===== src/rtl/met_pkg.sv =====
// Shared constants for the Mandelbrot escape-time core.
`default_nettype none
package met_pkg;

  // Q4.44 fixed point, 48-bit two's complement
  localparam int Q_W    = 48;
  localparam int FRAC_W = 44;
  localparam int PROD_W = 2 * Q_W;

  // pixel position and count fields
  localparam int POS_W      = 10;
  localparam int MAX_ITER   = 512;
  localparam int CNT_BITS   = $clog2(MAX_ITER + 1);
  localparam int CNT_W      = (CNT_BITS > POS_W) ? CNT_BITS : POS_W;

  // 4.0 in Q4.44
  localparam logic [Q_W-1:0] FOUR_Q = Q_W'(4) << FRAC_W;

  // configuration register map
  localparam int CFG_IDX_W = 2;
  localparam logic [CFG_IDX_W-1:0] REG_X_MIN  = 2'd0;
  localparam logic [CFG_IDX_W-1:0] REG_X_STEP = 2'd1;
  localparam logic [CFG_IDX_W-1:0] REG_Y_MIN  = 2'd2;
  localparam logic [CFG_IDX_W-1:0] REG_Y_STEP = 2'd3;

  // register reset values
  localparam logic [Q_W-1:0] X_MIN_RST  = Q_W'(-64'sd35360293949276);
  localparam logic [Q_W-1:0] X_STEP_RST = Q_W'(64'sd51711406244);
  localparam logic [Q_W-1:0] Y_MIN_RST  = Q_W'(-64'sd21110623253299);
  localparam logic [Q_W-1:0] Y_STEP_RST = Q_W'(64'sd56294995342);

  // multiplier split: operands cut in two halves
  localparam int HALF_W = Q_W / 2;

endpackage
`default_nettype wire


===== src/rtl/met_mul.sv =====
// Iterative signed 48x48 multiplier built on one 25x25 multiplier.
`default_nettype none
module met_mul (
  input  wire logic                         clk,
  input  wire logic                         rst,
  input  wire logic                         start,
  input  wire logic [met_pkg::Q_W-1:0]      a,
  input  wire logic [met_pkg::Q_W-1:0]      b,
  output logic                              done,
  output logic [met_pkg::PROD_W-1:0]        prod
);
  import met_pkg::*;

  localparam int PP_W = 2 * (HALF_W + 1);

  logic                     run;
  logic [2:0]               cnt;
  logic [1:0]               idx;
  logic signed [HALF_W:0]   opa;
  logic signed [HALF_W:0]   opb;
  logic signed [PP_W-1:0]   pp;
  logic signed [PP_W-1:0]   preg;
  logic [1:0]               psh;
  logic signed [PROD_W-1:0] pext;
  logic signed [PROD_W-1:0] term;
  logic signed [PROD_W-1:0] acc;

  // partial order: lo*lo, lo*hi, hi*lo, hi*hi
  assign idx = start ? 2'd0 : cnt[1:0];
  assign opa = idx[1] ? $signed({a[Q_W-1], a[Q_W-1:HALF_W]})
                      : $signed({1'b0, a[HALF_W-1:0]});
  assign opb = idx[0] ? $signed({b[Q_W-1], b[Q_W-1:HALF_W]})
                      : $signed({1'b0, b[HALF_W-1:0]});
  assign pp  = opa * opb;

  assign pext = {{(PROD_W-PP_W){preg[PP_W-1]}}, preg};

  always_comb begin
    case (psh)
      2'd0:    term = pext;
      2'd1:    term = pext <<< HALF_W;
      2'd2:    term = pext <<< Q_W;
      default: term = '0;
    endcase
  end

  always_ff @(posedge clk) begin
    if (rst) begin
      run  <= 1'b0;
      done <= 1'b0;
      cnt  <= '0;
    end else begin
      done <= 1'b0;
      if (start) begin
        run <= 1'b1;
        cnt <= 3'd1;
      end else if (run) begin
        cnt <= cnt + 3'd1;
        if (cnt == 3'd4) begin
          run  <= 1'b0;
          done <= 1'b1;
        end
      end
    end
  end

  always_ff @(posedge clk) begin
    if (start) begin
      acc  <= '0;
      preg <= pp;
      psh  <= {1'b0, idx[0]} + {1'b0, idx[1]};
    end else if (run) begin
      acc <= acc + term;
      if (cnt != 3'd4) begin
        preg <= pp;
        psh  <= {1'b0, idx[0]} + {1'b0, idx[1]};
      end
    end
  end

  assign prod = acc;

endmodule
`default_nettype wire


===== src/rtl/mandelbrot_escape_time_core.sv =====
// Top level of the Mandelbrot escape-time core: sequencer, registers, stream ports.
//
// Usage:
//   s_* stream: one transfer per pixel, s_tdata = {row, col} (col in the low bits).
//   m_* stream: one transfer per pixel, m_tdata = {escape_count, row, col}.
//   cfg_* port: writes x_min, x_step, y_min, y_step (Q4.44) by index; always
//     ready; write only while no pixel is in flight. Indexes map 0..3 in order.
// Operation:
//   The pixel maps to c = (x_min + col*x_step, y_min + row*y_step), then
//   z = z*z + c is iterated from z = 0 until |z|^2 >= 4 or the count hits
//   MAX_ITER. All products go through one iterative 48x48 multiplier
//   (four 25x25 partial products per product).
// Steps:
//   A pixel runs the two coordinate products, then per iteration three
//   products plus the escape test, then a finishing step.
//   s_tready is high only while the sequencer is idle; one pixel at a time.
// Reset: rst (synchronous) empties the pipeline, drops m_tvalid and restores
//   the register reset values.
// Stall: a result waits in the output register; the next pixel may be taken
//   and computed meanwhile, and it waits at its end until the register frees.
`default_nettype none
module mandelbrot_escape_time_core (
  input  wire logic                            clk,
  input  wire logic                            rst,
  // input pixel
  input  wire logic                            s_tvalid,
  output logic                                 s_tready,
  input  wire logic [23:0]                     s_tdata,   // col[9:0], row[19:10]
  // result
  output logic                                 m_tvalid,
  input  wire logic                            m_tready,
  output logic [31:0]                          m_tdata,   // out_col[9:0], out_row[19:10],
                                                          // escape_count[29:20]
  // configuration writes
  input  wire logic                            cfg_valid,
  output logic                                 cfg_ready,
  input  wire logic [met_pkg::CFG_IDX_W-1:0]   cfg_index,
  input  wire logic [met_pkg::Q_W-1:0]         cfg_data
);
  import met_pkg::*;

  typedef enum logic [7:0] {
    ST_IDLE = 8'b0000_0001,
    ST_CX   = 8'b0000_0010,
    ST_CY   = 8'b0000_0100,
    ST_TEST = 8'b0000_1000,
    ST_SQX  = 8'b0001_0000,
    ST_SQY  = 8'b0010_0000,
    ST_MXY  = 8'b0100_0000,
    ST_DONE = 8'b1000_0000
  } state_t;

  state_t state;

  // configuration registers
  logic [Q_W-1:0] x_min, x_step, y_min, y_step;

  // pixel working registers
  logic [POS_W-1:0] col, row;
  logic [Q_W-1:0]   cx, cy, x, y, xs, ys;
  logic [CNT_W-1:0] count;

  // multiplier interface
  logic                mul_start;
  logic [Q_W-1:0]      mul_a, mul_b;
  logic                mul_done;
  logic [PROD_W-1:0]   mul_prod;
  logic [Q_W-1:0]      prod_int;   // integer product, wrapped
  logic [Q_W-1:0]      prod_q;     // Q4.44 product, floored and wrapped

  logic [Q_W-1:0] mag2;
  logic           escaped;
  logic           out_free;

  assign cfg_ready = 1'b1;
  assign s_tready  = (state == ST_IDLE);
  assign out_free  = !m_tvalid || m_tready;

  assign prod_int = mul_prod[Q_W-1:0];
  assign prod_q   = mul_prod[FRAC_W+Q_W-1:FRAC_W];

  // wrapped sum read as signed; a negative reading never escapes
  assign mag2    = xs + ys;
  assign escaped = !mag2[Q_W-1] && (mag2 >= FOUR_Q);

  met_mul u_mul (
    .clk   (clk),
    .rst   (rst),
    .start (mul_start),
    .a     (mul_a),
    .b     (mul_b),
    .done  (mul_done),
    .prod  (mul_prod)
  );

  // configuration register file
  always_ff @(posedge clk) begin
    if (rst) begin
      x_min  <= X_MIN_RST;
      x_step <= X_STEP_RST;
      y_min  <= Y_MIN_RST;
      y_step <= Y_STEP_RST;
    end else if (cfg_valid && cfg_ready) begin
      case (cfg_index)
        REG_X_MIN:  x_min  <= cfg_data;
        REG_X_STEP: x_step <= cfg_data;
        REG_Y_MIN:  y_min  <= cfg_data;
        REG_Y_STEP: y_step <= cfg_data;
        default:    ;
      endcase
    end
  end

  // sequencer control
  always_ff @(posedge clk) begin
    if (rst) begin
      state     <= ST_IDLE;
      mul_start <= 1'b0;
      m_tvalid  <= 1'b0;
    end else begin
      mul_start <= 1'b0;
      if (m_tvalid && m_tready) begin
        m_tvalid <= 1'b0;
      end
      case (state)
        ST_IDLE: begin
          if (s_tvalid) begin
            mul_start <= 1'b1;
            state     <= ST_CX;
          end
        end
        ST_CX: begin
          if (mul_done) begin
            mul_start <= 1'b1;
            state     <= ST_CY;
          end
        end
        ST_CY: begin
          if (mul_done) begin
            state <= ST_TEST;
          end
        end
        ST_TEST: begin
          if ((count >= CNT_W'(MAX_ITER)) || escaped) begin
            state <= ST_DONE;
          end else begin
            mul_start <= 1'b1;
            state     <= ST_SQX;
          end
        end
        ST_SQX: begin
          if (mul_done) begin
            mul_start <= 1'b1;
            state     <= ST_SQY;
          end
        end
        ST_SQY: begin
          if (mul_done) begin
            mul_start <= 1'b1;
            state     <= ST_MXY;
          end
        end
        ST_MXY: begin
          if (mul_done) begin
            state <= ST_TEST;
          end
        end
        ST_DONE: begin
          if (out_free) begin
            m_tvalid <= 1'b1;
            state    <= ST_IDLE;
          end
        end
        default: state <= ST_IDLE;
      endcase
    end
  end

  // datapath
  always_ff @(posedge clk) begin
    case (state)
      ST_IDLE: begin
        col   <= s_tdata[POS_W-1:0];
        row   <= s_tdata[2*POS_W-1:POS_W];
        mul_a <= {{(Q_W-POS_W){1'b0}}, s_tdata[POS_W-1:0]};
        mul_b <= x_step;
      end
      ST_CX: begin
        if (mul_done) begin
          cx    <= x_min + prod_int;
          mul_a <= {{(Q_W-POS_W){1'b0}}, row};
          mul_b <= y_step;
        end
      end
      ST_CY: begin
        if (mul_done) begin
          cy    <= y_min + prod_int;
          x     <= '0;
          y     <= '0;
          xs    <= '0;
          ys    <= '0;
          count <= CNT_W'(1);
        end
      end
      ST_TEST: begin
        mul_a <= x;
        mul_b <= x;
      end
      ST_SQX: begin
        if (mul_done) begin
          xs    <= prod_q;
          mul_a <= y;
          mul_b <= y;
        end
      end
      ST_SQY: begin
        if (mul_done) begin
          ys    <= prod_q;
          mul_a <= y;
          mul_b <= x;
        end
      end
      ST_MXY: begin
        if (mul_done) begin
          y     <= {prod_q[Q_W-2:0], 1'b0} + cy;
          x     <= xs - ys + cx;
          count <= count + CNT_W'(1);
        end
      end
      ST_DONE: begin
        if (out_free) begin
          m_tdata <= {2'b00, count[POS_W-1:0], row, col};
        end
      end
      default: ;
    endcase
  end

endmodule
`default_nettype wire


===== config.mk =====
export PLATFORM = sky130hd
export DESIGN_NAME = mandelbrot_escape_time_core
export DESIGN_NICKNAME = d
export VERILOG_FILES = /design/src/rtl/met_pkg.sv /design/src/rtl/met_mul.sv /design/src/rtl/mandelbrot_escape_time_core.sv
export SDC_FILE = /design/constraint.sdc
export NUM_CORES = 2
export LEC_CHECK = 0
export BUFFER_PORTS_ARGS = -buffer_cell sky130_fd_sc_hd__buf_2
export CORE_MARGIN = 2
export CORE_UTILIZATION = 40
export DETAILED_ROUTE_END_ITERATION = 8
export GPL_ROUTABILITY_DRIVEN = 0
export GPL_TIMING_DRIVEN = 1
export HOLD_SLACK_MARGIN = 0.1
export RECOVER_POWER = 50
export SLEW_MARGIN = 10
export SYNTH_ARGS = -nofsm -noshare
export SYNTH_HDL_FRONTEND = slang
export SYNTH_SLANG_ARGS = --single-unit

===== constraint.sdc =====
create_clock -name clk -period 12.02 [get_ports clk]
set_input_delay 1.202 -clock clk [delete_from_list [all_inputs] [get_ports clk]]
set_output_delay 1.202 -clock clk [all_outputs]
set_load 0.01 [all_outputs]

[After elaboration in Yosys (flattened, before gate mapping)]
Index checks and enable logic that the tools add are counted.
Word-level totals
  memory bits (writable): 0
  memories kept: 0
  ROM bits: 0
  output and inout port bits: 35
  bits of input ports: 79
  logic and storage cells: 146
  latch bits: 0
  register bits after elaboration: 799
Cells by class
  add/subtract/negate cells: 10
  bitwise operators: 1
  div/mod/pow operators: 0
  order comparisons: 2
  shift-type cells: 0
  eq/ne operators: 24
  multipliers: 1
  mux-type cells: 48
  reduce and logical (&&, ||, !) cells: 34
Operator list (count)
  2-to-1 mux 48 bit: 8
  one-hot mux 48 bit (2 select lines): 4
  one-hot mux 96 bit (3 select lines): 1
  adder 48 bit: 5
  one-hot mux 48 bit (5 select lines): 1
  one-hot mux 48 bit (4 select lines): 1
  2-to-1 mux 50 bit: 3
  adder 96 bit: 1
  2-to-1 mux 8 bit: 7
  one-hot mux 8 bit (7 select lines): 1
  multiplier 25 x 25 -> 50 bit: 1
  2-to-1 mux 25 bit: 2
  greater-or-equal comparator 48 x 47 -> 1 bit (second input constant): 1
  subtractor 48 bit: 1
  2-to-1 mux 10 bit: 2
  one-hot mux 10 bit (2 select lines): 1
  AND reduction 2 bit: 8
  != test 2 x 1 -> 1 bit (second input constant): 7
  2-to-1 mux 1 bit: 12
  AND reduction 3 bit: 4
  adder 10 x 1 -> 10 bit (second input constant): 1
  greater-or-equal comparator 10 bit (second input constant): 1
  nonzero test 2 bit: 5
  == test 8 x 1 -> 1 bit (second input constant): 1
  other kinds (27): 41

[Depth between registers and ports, before layout]
  depth in word-level cells: 6
  depth in mapped cells: 36

[Modules after synthesis]
A second synthesis with hierarchy kept.
Second synthesis, totals
  cells, all modules: 7842
  area total of the unflattened synthesis: 71680.0 sq um
By module, submodules not included
  mandelbrot_escape_time_core: seq. area each 17376.7 sq um, cells an instance 3643, times used 1, area each 36129.7 sq um
  met_mul: seq. area each 3583.4 sq um, cells an instance 4199, times used 1, area each 35550.3 sq um

[Worst setup path before layout]
Ideal clock, no wire load.
  path type: register to register
  from: reg mul_start
  to: reg u_mul.preg[47], data pin
  arrival: 8041 ps
  buffers on the path: 5
  period minus slack after synthesis: 8304 ps
  stages on the path, launching flop included: 34
  setup slack: 3716 ps
  path through: dfxtp_1 > clkbuf_1 > nand2b_1 > clkbuf_1 > buf_1 > buf_1 > mux2i_1 > clkbuf_1 > nor2_1 > fa_1 > fa_1 > inv_1 > fa_1 > inv_1 > fa_1 > inv_1 > fa_1 > inv_1 > fa_1 > inv_1 > fa_1 > inv_1 > ha_1 > nand2_1 > o21ai_0 > a21oi_1 > nand2_1 > a31oi_1 > a31oi_1 > o2111ai_1 > a21oi_1 > a2111oi_0 > o21bai_1 > xor2_1
On the way
  cells in the longest elaborated chain, start to end: 6
  elaborated cells on any way between the ends: 7
  those cells by class: 1 x mul; 6 x mux
Ends and longest elaborated chain
  start: declaration: line mandelbrot_escape_time_core.sv:64  | logic mul_start;
  start signal: assignment: line mandelbrot_escape_time_core.sv:118  | mul_start <= 1'b0;
  start signal: assignment: line mandelbrot_escape_time_core.sv:121  | mul_start <= 1'b0;
  start signal: assignment: line mandelbrot_escape_time_core.sv:128  | mul_start <= 1'b1;
  2-to-1 mux 2 bit *: line met_mul.sv:29  | assign idx = start ? 2'd0 : cnt[1:0];
  2-to-1 mux 25 bit, on equally long branches: line met_mul.sv:30, met_mul.sv:32
  multiplier 25 x 25 -> 50 bit *: line met_mul.sv:34  | assign pp = opa * opb;
  via u_mul.pp[47]: line met_mul.sv:21  | logic signed [PP_W-1:0] pp;
  2-to-1 mux 50 bit: line met_mul.sv:74  | if (cnt != 3'd4) begin
  2-to-1 mux 50 bit: line met_mul.sv:72  | end else if (run) begin
  2-to-1 mux 50 bit *: line met_mul.sv:68  | if (start) begin
  end signal: assignment: line met_mul.sv:70  | preg <= pp;
  end signal: assignment: line met_mul.sv:75  | preg <= pp;
  end: declaration: line met_mul.sv:22  | logic signed [PP_W-1:0] preg;
The timed path passes the listed nets; every way through them passes the cells marked *. The select of a mux whose other input is x is not followed.
A chain may end at the register's enable or synchronous reset.

[Worst setup path after layout]
Ends and elaborated chain as after synthesis.

==> run summary <==
half-perimeter wire length of the detailed placement result - 185 mm
worst setup path class - reg2reg
crit path setup slack, layout - 1.36 ns
root buffer selected by CTS - sky130_fd_sc_hd__clkbuf_16
number of CTS-inserted buffers - 90
Final #Nets - 8950
slowest stage cell on the critical path - sky130_fd_sc_hd__mux2i_2
leading cell types in the layout, fill and taps excluded - sky130_fd_sc_hd__nand2_1, sky130_fd_sc_hd__inv_1, sky130_fd_sc_hd__nor2_1
max-capacitance violation count - 16
most common cell after layout, fill and taps aside - sky130_fd_sc_hd__nand2_1
fillcell total - 17082
overall routing resource usage - 26.3%
Post-CTS Resized - 0
kind of capture point of the worst setup path - flop
Top FF cell, synth - sky130_fd_sc_hd__edfxtp_1
I/O pin count - 114
clock latency on the worst-skew pair - 0.72 ns
GRT Residual Overflow - 0
number of enable flip-flop cells after synthesis - 496
quantity of I/O buffers inserted on ports - 106
Routed WL per cell - 23.5 um
type of the worst min-delay path - reg2reg
worst endpoint required time - 12.42 ns
maximum number of pins on one net before global-route repair - 107
count of final hold-check violations - 0
first-pass GRT wire length - 355 mm
Post-Route Skew - 0.0773 ns
maximum fanout count along the critical path - 28
post-synthesis area per instance - 9.13 sq um
final antenna-violating net count - 0
sequential cell area fraction in the yosys report - 29.6%
final cycle utilization of the critical path - 88.7%
Setup Viol. Count Final - 0
H-tree Lvls - 3
DR vias/cell - 5.61
highest attainable clock frequency - 93.8 MHz
data arrival time at the worst-slack endpoint - 11.06 ns
clock tree from TritonCTS - yes
clock-pin slew reported for the worst setup and hold paths after clock tree synthesis - 0.06 ns
total number of vias - 56843
min cycle time layout - 10.66 ns
worst setup slack after placement - 2.24 ns
Residual DRC - 0
post-synthesis cell area - 70600 sq um
starting utilization of the core area - 40.2%
Placement Rows - 154
DR iter-0 viols - 6194
share of the core filled with cells in the final layout - 43.7%
setup TNS after final layout - 0 ns
peak per-stage delay on the critical path - 0.93 ns
area growth from synthesis to layout - 8.78%
Most common cell on crit path - sky130_fd_sc_hd__fa_1
Worst Tran Pin Value - 4.98 ns
FFs w/ async S/R, synth - 0%
layout cells sized above 1 - 4.94%
outcome - finished with violations
CTS max path bufs - 3
width of the chip - 424 um
number of buffers inserted to repair setup after CTS - 0
full die area - 180000 sq um
number of global-route vias before repair - 55165
count of different cell masters after synthesis - 91
final-report max-slew violation count - 861
failing checks - max-capacitance violations, max-slew violations
die outline height - 424 um
RSZ-0062 raised after global routing - no
Synth Instances - 7734
number of antenna violations at the first check in global routing - 15
core area - 176000 sq um
number of clock sinks - 795
Top delay family on crit path - adder cells
iteration count of the initial detailed-routing pass - 8
number of buffers and inverters on the critical path - 6
Worst slew margin - -232%
FF+latch count, synth - 795
hold buffer count at cts - 0
yosys synthesis warning count - 0
final wirelength - 238 mm
crit start category - flop
## registers in the layout, indices dropped and copies added (netlist names), 2 cells and up
| register | count |
|---|---|
| col | 10 |
| count | 10 |
| cx | 48 |
| cy | 48 |
| m_tdata | 30 |
| mul_a | 48 |
| mul_b | 48 |
| row | 10 |
| state | 8 |
| u_mul.cnt | 3 |
| u_mul.preg | 50 |
| u_mul.prod | 92 |
| u_mul.psh | 2 |
| x | 48 |
| x_min | 48 |
| x_step | 48 |
| xs | 48 |
| y | 48 |
| y_min | 48 |
| y_step | 48 |
| ys | 48 |
## through the flow
| stage | hold slack (ns) | cells | area [sq um] |
|---|---|---|---|
| floorplan | 0.400 | 7735 | 70600 |
| global placement | 0.404 | 9937 | 73800 |
| detailed placement | 0.405 | 9937 | 73800 |
| CTS | 0.421 | 10107 | 76900 |
| global route | 0.429 | 10121 | 76800 |
| finish | 0.419 | 10124 | 76800 |
## worst paths after layout
path | start | end | slack, ns | cells after the start
min reg2reg | col[7] | m_tdata[7] | 0.42 | 0
max | mul_start | u_mul.preg[47] | 1.36 | 27
max reg2reg | mul_start | u_mul.preg[47] | 1.36 | 27
min | col[7] | m_tdata[7] | 0.42 | 0
## layout make-up
type	instances	area [sq um]	area share (%)
clock buffers	109	2380	3.10
inverters	941	3530	4.60
diodes	17	42.5	0.0554
well taps	2340	2930	3.81
flip-flops and latches	795	20900	27.2
repair buffers	224	1300	1.70
clock inverters	61	728	0.948
multi-input cells	5637	45000	58.6
## per-layer routing
| layer | track usage [%] | wire (um) | vias up |
|---|---|---|---|
| met2 | 39.4 | 102000 | 2647 |
| met5 | 0 | 27 | - |
| met1 | 36.8 | 100000 | 28133 |
| li1 | - | - | 25652 |
| met4 | 11.1 | 11100 | 4 |
| met3 | 5.42 | 24200 | 407 |
## synthesized netlist by cell type, types with 41 or more instances
library cell	n	share of area (%)
sky130_fd_sc_hd__nand2_1	1136	6.0
sky130_fd_sc_hd__inv_1	940	5.0
sky130_fd_sc_hd__nor2_1	727	3.9
sky130_fd_sc_hd__fa_1	710	20
sky130_fd_sc_hd__a21oi_1	507	3.6
sky130_fd_sc_hd__edfxtp_1	496	21
sky130_fd_sc_hd__ha_1	472	8.4
sky130_fd_sc_hd__clkbuf_1	331	1.8
sky130_fd_sc_hd__dfxtp_1	299	8.5
sky130_fd_sc_hd__a21o_1	225	2.4
sky130_fd_sc_hd__xnor2_1	197	2.4
sky130_fd_sc_hd__o21ai_0	196	1.4
sky130_fd_sc_hd__and2_1	147	1.3
sky130_fd_sc_hd__mux2i_1	123	1.7
sky130_fd_sc_hd__xor2_1	119	1.5
sky130_fd_sc_hd__nand3b_1	93	0.99
sky130_fd_sc_hd__a31oi_1	89	0.79
sky130_fd_sc_hd__nand4_1	66	0.58
sky130_fd_sc_hd__nor3_1	60	0.43
sky130_fd_sc_hd__nand3_1	58	0.41
sky130_fd_sc_hd__a22oi_1	56	0.60
sky130_fd_sc_hd__o21a_1	56	0.60
sky130_fd_sc_hd__o21bai_1	54	0.57
sky130_fd_sc_hd__a211oi_1	50	0.53
sky130_fd_sc_hd__o21ai_1	50	0.35
sky130_fd_sc_hd__nand2b_1	49	0.43
sky130_fd_sc_hd__nor2b_1	45	0.40
sky130_fd_sc_hd__a22o_1	41	0.51
## logic make-up (layout without fill, tap and decap cells)
family / after synthesis / after routing / share of synthesized area [%]
buf+inv: 1303 / 1335 / 6.96
fa+ha+maj: 1182 / 1182 / 28.5
simple gates: 2505 / 2505 / 15.7
other cells: 2 / 20 / 0.0106
xor+xnor: 316 / 316 / 3.92
mux: 123 / 123 / 1.74
flops: 795 / 795 / 29.6
compound gates: 1508 / 1508 / 13.7
Power is left out: the tool's default activity adds up to more than one toggle a clock period on the data nets, which glitch-free logic cannot reach.
